<file path="src/hw/rtl/mns_pkg.sv">
// Shared types and constants of the nearest-record sorter.
// Used by mns_map_div, manhattan_nearest_sort and the testbench; depends on nothing.
package mns_pkg;

   // Largest number of record slots by default.
   localparam int DEFAULT_MAX_RECORDS = 1024;

   // Map window edges in 1e-5 degree units.
   localparam int WEST_EDGE  = -11368652;
   localparam int EAST_EDGE  = -11333496;
   localparam int NORTH_EDGE = 5361858;
   localparam int SOUTH_EDGE = 5340953;

   // Map size is 2048 pixels, applied as a left shift.
   localparam int MAP_SHIFT = 11;

   // Span magnitudes; the y span runs north to south but is taken as a positive magnitude.
   localparam int X_SPAN = EAST_EDGE - WEST_EDGE;
   localparam int Y_SPAN = NORTH_EDGE - SOUTH_EDGE;

   // Request kinds carried in req_tuser.
   localparam logic [1:0] ACT_LOAD  = 2'd0;
   localparam logic [1:0] ACT_QUERY = 2'd1;
   localparam logic [1:0] ACT_FETCH = 2'd2;
   localparam logic [1:0] ACT_NONE  = 2'd3;

   // Response kinds carried in rsp_tuser.
   localparam logic [1:0] STAT_LOADED  = 2'd0;
   localparam logic [1:0] STAT_SORTED  = 2'd1;
   localparam logic [1:0] STAT_MATCH   = 2'd2;
   localparam logic [1:0] STAT_NOMATCH = 2'd3;

   // Configuration register indexes.
   localparam logic CSR_MIN_RATING   = 1'b0;
   localparam logic CSR_RECORD_COUNT = 1'b1;

   // Sequencer states.
   typedef enum logic [3:0] {
      S_IDLE,
      S_LOAD_DIV,
      S_Q_RDPOS,
      S_Q_DIST,
      S_Q_SHIFT,
      S_Q_PLACE,
      S_F_RDORD,
      S_F_RDREC,
      S_F_CHECK,
      S_RESP
   } mns_state_type;

   // Result of one coordinate mapping.
   typedef struct packed {
      logic              done;
      logic signed [15:0] value;
   } mns_div_out_type;

endpackage

</file>
<file path="src/hw/rtl/mns_map_div.sv">
// Maps one coordinate to map pixels: (coord - ORIGIN) * 2048 / span, truncated
// toward zero and saturated to 16 bits signed, by reciprocal multiplication.
// Depends on mns_pkg.
module mns_map_div #(
   parameter int ORIGIN  = 0,
   parameter int DIVISOR = 1,
   parameter bit NEGATE  = 1'b0
) (
   input  logic                      clock,
   input  logic                      reset,
   input  logic                      start,
   input  logic signed [24:0]        coord,
   output mns_pkg::mns_div_out_type  result
);

   // The divisor lies between 2^14 and 2^16. Magnitudes of 2^20 and more always
   // saturate; below that, a 33-bit reciprocal scaled by 2^(36+11) gives the exact
   // truncated quotient after a shift by 36.
   localparam int MAG_W  = 20;
   localparam int RW     = 33;
   localparam int PW     = MAG_W + RW;
   localparam int QSHIFT = 36;
   localparam int QW     = PW - QSHIFT;
   localparam longint RECIP_FULL =
      ((longint'(1) << (QSHIFT + mns_pkg::MAP_SHIFT)) + longint'(DIVISOR) - longint'(1))
      / longint'(DIVISOR);
   localparam logic [RW-1:0] RECIP = RW'(RECIP_FULL);

   logic signed [25:0] diff;
   logic [25:0]        mag;
   logic [QW-1:0]      q;

   logic              busy_ff;
   logic              done_ff;
   logic              neg_ff;
   logic              big_ff;
   logic [MAG_W-1:0]  mag_ff;
   logic [PW-1:0]     prod_ff;

   // Offset from the window edge and its magnitude.
   assign diff = 26'(coord) - 26'(ORIGIN);
   assign mag  = diff[25] ? 26'(-diff) : 26'(diff);
   assign q    = prod_ff[PW-1:QSHIFT];

   // Step control.
   always_ff @(posedge clock) begin
      if (reset) begin
         busy_ff <= 1'b0;
         done_ff <= 1'b0;
      end else begin
         done_ff <= 1'b0;
         if (start) begin
            busy_ff <= 1'b1;
         end else if (busy_ff) begin
            busy_ff <= 1'b0;
            done_ff <= 1'b1;
         end
      end
   end

   // Capture the magnitude, then multiply by the reciprocal.
   always_ff @(posedge clock) begin
      if (start) begin
         mag_ff <= mag[MAG_W-1:0];
         neg_ff <= diff[25] ^ NEGATE;
         big_ff <= mag[25:MAG_W] != '0;
      end else if (busy_ff) begin
         prod_ff <= PW'(mag_ff) * PW'(RECIP);
      end
   end

   // Sign and saturation of the quotient.
   always_comb begin
      result.done = done_ff;
      if (big_ff || q[QW-1:15] != '0) begin
         result.value = neg_ff ? 16'sh8000 : 16'sh7FFF;
      end else if (neg_ff) begin
         result.value = $signed(-q[15:0]);
      end else begin
         result.value = $signed(q[15:0]);
      end
   end

endmodule

</file>
<file path="config.mk">
export PLATFORM = sky130hd
export DESIGN_NAME = mns_map_div
export DESIGN_NICKNAME = d
export VERILOG_FILES = /design/src/hw/rtl/mns_pkg.sv /design/src/hw/rtl/mns_map_div.sv
export SDC_FILE = /design/constraint.sdc
export NUM_CORES = 1
export LEC_CHECK = 0
export BUFFER_PORTS_ARGS = -buffer_cell sky130_fd_sc_hd__buf_4
export CAP_MARGIN = 40
export CORE_AREA = 10 10 47 49
export CTS_BUF_LIST = sky130_fd_sc_hd__clkbuf_4
export DETAILED_ROUTE_END_ITERATION = 10
export DIE_AREA = 0 0 57 59
export PLACE_DENSITY = 0.68
export SYNTH_ARGS = -nofsm -noshare
export SYNTH_HDL_FRONTEND = slang
export SYNTH_SLANG_ARGS = --single-unit
export TNS_END_PERCENT = 20
</file>
<file path="constraint.sdc">
create_clock -name clock -period 1.6 [get_ports clock]
set_clock_uncertainty 0.05 [all_clocks]
set_input_delay 0.24 -clock clock [delete_from_list [all_inputs] [get_ports clock]]
set_output_delay 0.24 -clock clock [all_outputs]
set_load 0.01 [all_outputs]
</file>
==> flow_metrics.tcl <==
set metrics [dict create \
    drv_slew 0 \
    first_iter_violations 1 \
    place_congestion 0.625 \
    synthDominantCellAreaShare_pct 35.4 \
    yosysWarnings 0 \
    drive_above_1_share_pct 72.5 \
    synth.yosys.seq_area_share_pct 31.5 \
    core_area_um2 1400 \
    detailroute.via_count 378 \
    area_growth_syn_to_layout_pct 86.6 \
    endpoint "result[11]" \
    final_hold_viol_count 0 \
    floorplan.die.height_um 59 \
    worst_path_most_repeated_cell "sky130_fd_sc_hd__buf_4" \
    finish.net_count 98 \
    clockRootBuffer "sky130_fd_sc_hd__clkbuf_4" \
    fp.dieW_um 57 \
    p_switching_w 0.0000955 \
    cp.buffers_inverters 2 \
    r2r_end "done_ff" \
    clkTransAtPathRegs_ns 0.04 \
    final_design_area_no_fill_um2 593 \
    max_cap_violations 0 \
    die-area_um2 3360 \
    setup_violations_final 0 \
    comb_power_share_pct 33.2 \
    ctsHtreeMaxLevel 1 \
    startpoint_type "flop" \
    grt_setup_unrepaired "no" \
    cts_max_path_buffers 2 \
    cp_slowest_cell "sky130_fd_sc_hd__edfxtp_1" \
    largest_net_degree_at_the_start_of_global_routing 16 \
    tritoncts "yes" \
    rows 14 \
    total_setup_buffers_inserted_after_cts 0 \
    drt_drc_violations_left 0 \
    min-delay-start "reset" \
    final_common_cell "sky130_fd_sc_hd__buf_4" \
    timing.critical_path.fanout_max 15 \
    seq_power_share_pct 28.6 \
    detail_route.vias_per_cell 4.45 \
    avgRoutedWirePerCell_um 13.2 \
    drtPass1Iterations 2 \
    grt_overflow 0 \
    clock_latency_ns 0.23 \
    finalWirelength_mm 1.12 \
    tightest_slew_ns 0.266 \
    area_of_the_multi_input_gates_um2 105 \
    area.sequential_um2 100 \
    netlist_instances 35 \
    synth_area_leader_cell "sky130_fd_sc_hd__buf_4" \
    cts-hold-fix-buffers 0 \
    worst_setup_path_startpoint "neg_ff" \
    rrSetupSlack_ns 1.02 \
    n_fill_cell 150 \
    post-dp-hpwl_mm 1.09 \
    number_of_antenna_violations_at_the_first_check_in_global_routing 0 \
    insertedDiodeCount 0 \
    worst_slew_margin_rel_pct 82.1 \
    timing.critical_path.depth 3 \
    worst_hold_path_type "in -> reg" \
    worstPathArrival_ns 1.06 \
    critPathKind "reg -> out" \
    clkPwrFrac_pct 38.3 \
    grtUsageTotal_pct 6.69 \
    power.ir.vdd_worst_uv 328 \
    fin_crit_ns 1.35 \
    reg2reg_depth 1 \
    final_cell_mix "45 x sky130_fd_sc_hd__buf_4, 5 x sky130_fd_sc_hd__nor4_1, 4 x sky130_fd_sc_hd__clkbuf_4" \
    port-buffer-count 44 \
    drt.antenna.violating_nets 0 \
    ioPinCount 45 \
    fin_crit_sh_pct 84.3 \
    crit_chain "nor2b_1 -> buf_4 -> buf_4" \
    max_frequency_mhz 741 \
    power_density_nw_per_um2 684 \
    power_switching_share_pct 23.6 \
    clkSinkCount 4 \
    grt_first_pass_wirelength_mm 1.76 \
    post_cts.resized_instances 0 \
    number_of_buffers_created_by_cts 3 \
    timing.rr.start "busy_ff" \
    power_leakage_nw 0.300 \
    grt_pass1_vias 411 \
    cp-end-kind "primary output" \
    synth.avg_cell_area_um2 9.08 \
    postSynthNetCount 63 \
    status "finished clean" \
    internal-power_w 0.000310 \
    max_stage_delay_ns 0.37 \
    floorplan.initialDensity_pct 22.7 \
    synth_cell_types 14 \
    synth_seq_cells 4 \
    data_required_time_of_the_worst_path_ns 1.31 \
    fin_tns_setup_ns 0 \
    cp_top_family "flip-flops" \
    mappedNetlistArea_um2 318 \
    synth.area.top_cells "sky130_fd_sc_hd__buf_4 35%, sky130_fd_sc_hd__edfxtp_1 19%, sky130_fd_sc_hd__dfxtp_1 13%, sky130_fd_sc_hd__nor4_1 9.8%, sky130_fd_sc_hd__nor2b_1 3.9%" \
    placement.cell_area_um2 563 \
]
[layer usage]
metal  GRT usage (%)  vias to the layer above  part of all wire (%)
met3            10.5                        0                    35
met2            7.44                       43                    33
met1            5.43                      155                    33
met5               0                        -                     0
li1                -                      180                     -
met4            4.03                        0                     0
[state kept, by name (all words and copies together), names as in the netlist]
signal   flops
big_ff       1
busy_ff      1
done_ff      1
neg_ff       1
[how the worst min path moves through the flow]
stage	end	slack, ns	cells past startpoint
5_1_grt	busy_ff	0.11	2
3_5_place_dp	busy_ff	0.36	2
3_3_place_gp	busy_ff	0.36	2
4_1_cts	busy_ff	0.12	2
2_1_floorplan	busy_ff	0.26	1
6_report	busy_ff	0.12	2
[stage by stage]
stage               hold WS [ns]  utilization, %  worst slack, ns  cells  total power (W)
floorplan                  0.262               -           0.0612     35         0.000185
global placement           0.357            40.2            0.202     81         0.000252
detailed placement         0.360            40.2            0.166     81         0.000255
CTS                        0.118            42.3            0.227     85         0.000413
global route               0.111            42.3            0.160     85         0.000436
finish                     0.123            42.3            0.251     85         0.000406
[final cells by class]
cell class                      count  area share (%)
Sequential cell                     4            16.9
Multi-Input combinational cell     16            17.7
Clock buffer                        4            5.06
Timing Repair Buffer               45            57.0
Tap cell                           16            3.38
[power by group through the flow]
stage	combinational (W)	sequential [W]	clock (W)
6_report	0.000134	0.000116	0.000155
4_1_cts	0.000138	0.000116	0.000159
3_5_place_dp	0.000138	0.000118	0
2_1_floorplan	0.0000679	0.000117	0
5_1_grt	0.000146	0.000116	0.000173
3_3_place_gp	0.000134	0.000117	0
[cell usage after synthesis (all sizes together)]
| master | instances |
|---|---|
| and2 | 1 |
| buf | 15 |
| dfxtp | 2 |
| edfxtp | 2 |
| mux2i | 1 |
| nand2 | 1 |
| nand3 | 1 |
| nand4 | 1 |
| nor2 | 1 |
| nor2b | 2 |
| nor3b | 1 |
| nor4 | 5 |
| o31ai | 1 |
| or4 | 1 |
[kinds of logic after synthesis]
group | count (synthesis) | share of synthesized area, %
buf+inv | 15 | 35.4
compound gates | 1 | 2.36
simple gates | 14 | 27.6
mux | 1 | 3.15
flops | 4 | 31.5
Power figures use the tool's default switching activity.
