<file path="config.mk">
export PLATFORM = sky130hd
export DESIGN_NAME = mns_ram
export DESIGN_NICKNAME = d
export VERILOG_FILES = /design/src/hw/rtl/mns_ram.sv
export SDC_FILE = /design/constraint.sdc
export NUM_CORES = 1
export LEC_CHECK = 0
export ABC_CLOCK_PERIOD_IN_PS = 1700
export BUFFER_PORTS_ARGS = -buffer_cell sky130_fd_sc_hd__buf_2
export CAP_MARGIN = 10
export CORE_UTILIZATION = 41
export DETAILED_ROUTE_END_ITERATION = 8
export GPL_ROUTABILITY_DRIVEN = 0
export HOLD_SLACK_MARGIN = 0.05
export SETUP_SLACK_MARGIN = 0.2
export SKIP_CTS_REPAIR_TIMING = 1
export SLEW_MARGIN = 0
export SYNTH_ARGS = -nofsm -noshare
export SYNTH_HDL_FRONTEND = slang
export SYNTH_SLANG_ARGS = --single-unit
</file>
<file path="constraint.sdc">
create_clock -name clock -period 1.7 [get_ports clock]
set_input_delay 0.34 -clock clock [delete_from_list [all_inputs] [get_ports clock]]
set_output_delay 0.34 -clock clock [all_outputs]
set_load 0.01 [all_outputs]
</file>
<file path="src/hw/rtl/mns_ram.sv">
// Simple dual-port synchronous memory with registered read data.
// Depends on no package.
module mns_ram #(
   parameter int WIDTH = 8,
   parameter int DEPTH = 16
) (
   input  logic                     clock,
   input  logic                     wr_en,
   input  logic [$clog2(DEPTH)-1:0] wr_addr,
   input  logic [WIDTH-1:0]         wr_data,
   input  logic                     rd_en,
   input  logic [$clog2(DEPTH)-1:0] rd_addr,
   output logic [WIDTH-1:0]         rd_data
);

   logic [WIDTH-1:0] mem [DEPTH];
   logic [WIDTH-1:0] rd_data_ff;

   // Write port.
   always_ff @(posedge clock) begin
      if (wr_en) begin
         mem[wr_addr] <= wr_data;
      end
   end

   // Read port; the read data is registered.
   always_ff @(posedge clock) begin
      if (rd_en) begin
         rd_data_ff <= mem[rd_addr];
      end
   end

   assign rd_data = rd_data_ff;

endmodule

</file>
==> results of run 1 <==
[registers in the layout (all words and copies together), names as in the netlist]
register,cells
mem,128
rd_data,8
[worst max-delay path, cell delays in order, from the launching register on]
cell	delay [ns]
edfxtp_1	0.38
mux4_2	0.49
a22oi_1	0.22
nand2_1	0.09
[placed cells by master (no fill, tap or decap), types with 2 or more instances in the layout]
cell type,netlist,layout
edfxtp_1,136,136
mux4_2,18,31
buf_2,3,26
buf_4,1,20
clkbuf_16,0,17
a22oi_1,16,14
nor2_1,13,13
nand2_1,9,9
clkinv_1,0,6
clkbuf_1,0,5
buf_12,0,4
nor3_2,0,3
a22oi_2,0,2
nand3b_1,2,2
nand2b_1,2,2
[logic make-up (layout without fill, tap and decap cells)]
family,Yosys count,in the layout,share of synthesized area
multiplexers,32,32,0.148
AO/OA/AOI/OAI,16,16,0.0230
flip-flops,136,136,0.781
buffers and inverters,10,80,0.0165
AND/OR/NAND/NOR,35,35,0.0314
[final timing paths]
kind	end	depth (start not counted)	startpoint	slack, ns
worst max register to register	rd_data[1]	3	mem[3][1]	0.27
worst max-delay path	rd_data[1]	3	mem[3][1]	0.27
worst min-delay path	rd_data[3]	1	rd_en	0.29
worst min register to register	rd_data[1]	3	mem[15][1]	0.76
[layer usage]
metal	share of wire	global-route usage	vias to the layer above	wire length, µm
met5	0	0	-	0
met4	0.011	0.0719	0	115
met3	0.067	0.0501	9	675
met2	0.49	0.267	86	4960
met1	0.43	0.231	1263	4370
li1	-	-	1084	-
[power breakdown]
part           switching (mW)  internal, mW  total [mW]
clock                    1.19          1.95        3.14
combinational           0.209         0.166       0.376
sequential             0.0194          3.78        3.80
total                    1.42          5.90        7.32
[area by class of cell]
class                      count  area (µm²)
clock inverter                 8        57.6
sequential                   136        4080
fill                         992        6020
multi-input combinational     83        1030
timing repair buffer          50         360
clock buffer                  22         444
tap                          168         210
[through the flow]
step / setup TNS, ns / setup WS (ns) / hold slack [ns]
6_report: 0 / 0.266 / 0.294
5_1_grt: 0 / 0.201 / 0.292
4_1_cts: 0 / 0.164 / 0.284
3_5_place_dp: -1.13 / -0.238 / 0.719
3_3_place_gp: -1.08 / -0.249 / 0.725
2_1_floorplan: 0 / 0.0939 / 0.439
==> results_dict.tcl, run 1 <==
set metrics [dict create \
    status "finished clean" \
    yosysTopAreaCell "edfxtp_1" \
    ant_nets 0 \
    rsz0062_at_grt "no" \
    hp-class "primary input to flop" \
    ir_worst_vdd_mv 0.626 \
    grt_pass1_vias 2543 \
    hold_viol 0 \
    drc_errors 0 \
    routed_via_density 5.23 \
    final_cell_count_no_fill 467 \
    grt_pass1_wl_um 15300 \
    period_minus_slack_ns 1.43 \
    io_pins 27 \
    grtUsageTotal 0.173 \
    required_ns 1.85 \
    root_buffer "clkbuf_16" \
    clk_latency_ns 0.41 \
    place_area_um2 5680 \
    critPathKind "flop to flop" \
    syn-num-nets 248 \
    async_flop_share 0 \
    start_kind "flop" \
    core_um2 12200 \
    yosysSeqAreaShare 0.781 \
    core.rowCount 40 \
    syn_inst 229 \
    utilization 0.507 \
    period_share 0.843 \
    dieHeight_um 115 \
    ys_top_cells_by_area "edfxtp_1 78%, mux4_2 7.8%, mux4_1 7.0%" \
    skew_ns 0.00594 \
    powerDensity_nw_per_um2 1180 \
    synthDominantCellAreaShare 0.781 \
    finalNetCount 307 \
    syn_avg_cell_area_um2 22.8 \
    overflow 0 \
    diodes 0 \
    worst_pin_slew_ns 0.980 \
    mappedNetlistArea_um2 5230 \
    area_growth_pct 18.4 \
    p_total_mw 7.32 \
    io_buffers 26 \
    num_vias 2442 \
    antenna_found_initial 0 \
    fmax_ghz 0.698 \
    yosysMostFrequentCell "edfxtp_1" \
    synth_edf_count 136 \
    numCtsBuffers 17 \
    htreeDepth 4 \
    max_slew_margin 0.346 \
    synth-seq-cells 136 \
    post_drt_wl_per_cell_um 21.7 \
    yosysWarnings 0 \
    clk_pin_slew_ns 0.05 \
    dpl.hpwl_um 6430 \
    fin_area_um2 6190 \
    max-cap-violations 0 \
    grt_max_degree 21 \
    cts_tree "done" \
    cp-end-kind "flop" \
    drive_above_1_share 0.355 \
    crit_fanout 1 \
    numClockSinks 136 \
    setup_viol 0 \
    drt_wl_total_um 10100 \
    start_util 0.428 \
    cp.arrival_ns 1.59 \
    drtIter0Drc 201 \
    dr.pass1.iters 4 \
    finalMaxSlewViolations 0 \
    chipWidth_um 115 \
    ys_types 18 \
    placed_cells 437 \
    power_leakage_nw 2.05 \
    dieArea_um2 13200 \
    clock_path_buffers 2 \
    ys.flop_type "edfxtp_1" \
    ys_top_cells_by_count "136 x edfxtp_1, 18 x mux4_2, 16 x a22oi_1, 14 x mux4_1, 13 x nor2_1" \
]
Note: power is estimated with default switching activity, not from simulation.
==> inputs of run 2 (changes only) <==
--- a/config.mk
+++ b/config.mk
@@ -5,7 +5,7 @@
 export SDC_FILE = /design/constraint.sdc
 export NUM_CORES = 1
 export LEC_CHECK = 0
-export ABC_CLOCK_PERIOD_IN_PS = 1700
+export ABC_CLOCK_PERIOD_IN_PS = 1150
 export BUFFER_PORTS_ARGS = -buffer_cell sky130_fd_sc_hd__buf_2
 export CAP_MARGIN = 10
 export CORE_UTILIZATION = 41
==> constraint.sdc (replaced) <==
create_clock -name clock -period 1.15 [get_ports clock]
set_input_delay 0.23 -clock clock [delete_from_list [all_inputs] [get_ports clock]]
set_output_delay 0.23 -clock clock [all_outputs]
set_load 0.01 [all_outputs]
==> run 2 against run 1 <==
The run now ends with setup timing left. Register-to-register slack got worse by 0.57 ns. Hold slack got worse by 0.10 ns. Die area unchanged. Worst setup slack worse by 0.57 ns. Critical path depth is the same. Sequential share of layout area shrank 5.7 points. First-iteration DRC count shrank 12%. Clock skew rose by 0.010 ns. Critical endpoint is now rd_data[7].
==> results_dict.tcl, run 2 (synthesis gave the netlist of run 1 again) <==
set metrics [dict create \
    status "finished with violations" \
    violations "setup timing" \
    start_kind "flop" \
    clk_pin_slew_ns 0.05 \
    dpl.hpwl_um 6470 \
    p_total_mw 11.8 \
    finalMaxSlewViolations 0 \
    num_vias 2443 \
    layout_commonest_cell "edfxtp_1" \
    layout_common_cells "136 x edfxtp_1, 32 x mux4_2, 22 x buf_2, 22 x buf_12, 17 x clkbuf_16" \
    cts_tree "done" \
    clk_latency_ns 0.42 \
    placed_cells 445 \
    cp.arrival_ns 1.60 \
    power_leakage_nw 2.23 \
    max_slew_margin 0.449 \
    hp-class "primary input to flop" \
    overflow 0 \
    grtUsageTotal 0.173 \
    grt_max_degree 25 \
    setup_ws_ns -0.302 \
    root_buffer "clkbuf_16" \
    routed_via_density 5.11 \
    crit_start "mem[7][7]" \
    dieArea_um2 13200 \
    numClockSinks 136 \
    reg2reg_from "mem[7][7]" \
    area_growth_pct 29.7 \
    period_minus_slack_ns 1.45 \
    final_cell_count_no_fill 478 \
    period_share 1.26 \
    ir_worst_vdd_mv 1.11 \
    dieHeight_um 115 \
    io_buffers 26 \
    largest-register "mem" \
    utilization 0.555 \
    chipWidth_um 115 \
    drc_errors 0 \
    fmax_ghz 0.689 \
    diodes 0 \
    start_util 0.428 \
    post_drt_wl_per_cell_um 20.7 \
    required_ns 1.30 \
    whs_path_depth 1 \
    cp-end-kind "flop" \
    finalNetCount 316 \
    place_ws_ns -0.608 \
    r2r-end "rd_data[7]" \
    antenna_found_initial 0 \
    core.rowCount 40 \
    drive_above_1_share 0.461 \
    fin_area_um2 6780 \
    endpoint "rd_data[7]" \
    core_um2 12200 \
    numCtsBuffers 17 \
    drt_wl_total_um 9890 \
    rr_worst_depth 3 \
    crit_fanout 1 \
    drtIter0Drc 176 \
    dr.pass1.iters 4 \
    skew_ns 0.0162 \
    critPathKind "flop to flop" \
    clock_path_buffers 2 \
    place_area_um2 6120 \
    largest_register_ffs 128 \
    htreeDepth 4 \
    max-cap-violations 0 \
    regToRegSetupSlack_ns -0.30 \
    setup_viol 13 \
    grt_pass1_wl_um 15600 \
    ant_nets 0 \
    hold_viol 0 \
    worst_pin_slew_ns 0.824 \
    fillers 947 \
    powerDensity_nw_per_um2 1740 \
    grt_pass1_vias 2623 \
    rsz0062_at_grt "yes" \
    io_pins 27 \
]
run 2: cell count changes in the layout (fill, tap and decap cells not counted), moves of 4 or more:
cell	delta
buf_4	-12
buf_12	+18
nor2_1	-12
nor3_4	+4
clkbuf_1	-4
nor2_4	+12
clkinv_1	-4
clkinvlp_4	+4
buf_6	+6
buf_2	-4
run 2: worst min path at each step:
| stage | from | end |
|---|---|---|
| 2_1_floorplan | wr_data[0] | mem[0][0] |
| 3_3_place_gp | wr_data[4] | mem[10][4] |
| 3_5_place_dp | wr_data[4] | mem[11][4] |
| 4_1_cts | wr_data[4] | mem[0][4] |
| 5_1_grt | wr_data[4] | mem[6][4] |
| 6_report | wr_data[4] | mem[0][4] |
run 2: worst max-delay path, stage by stage (launching register included):
cell and delay [ns]:
edfxtp_1 0.36, mux4_2 0.50, a22oi_1 0.23, nand2_1 0.10
run 2: final cells by class:
| cell class | instances | area [µm²] | area share |
|---|---|---|---|
| Clock inverter | 14 | 181 | 0.0268 |
| Timing Repair Buffer | 59 | 693 | 0.102 |
| Multi-Input combinational cell | 83 | 1180 | 0.174 |
| Clock buffer | 18 | 429 | 0.0633 |
| Tap cell | 168 | 210 | 0.0310 |
| Sequential cell | 136 | 4080 | 0.602 |
run 2: stage by stage:
step | hold WS (ns) | TNS (ns)
after floorplan | 0.329 | -7.37
after global placement | 0.618 | -32.12
after detailed placement | 0.625 | -32.93
after CTS | 0.186 | -2.61
after global routing | 0.195 | -2.88
final | 0.193 | -2.14
run 2: routing by layer:
layer,track usage,up-vias,share of wire
met5,0,-,0
met4,0.0857,0,0.015
met3,0.0443,10,0.050
met2,0.275,67,0.52
met1,0.222,1260,0.42
li1,-,1106,-
run 2: power by group:
part	total (mW)	internal [mW]	switching [mW]
Combinational	0.669	0.320	0.349
Clock	5.50	3.59	1.91
Sequential	5.62	5.59	0.0302
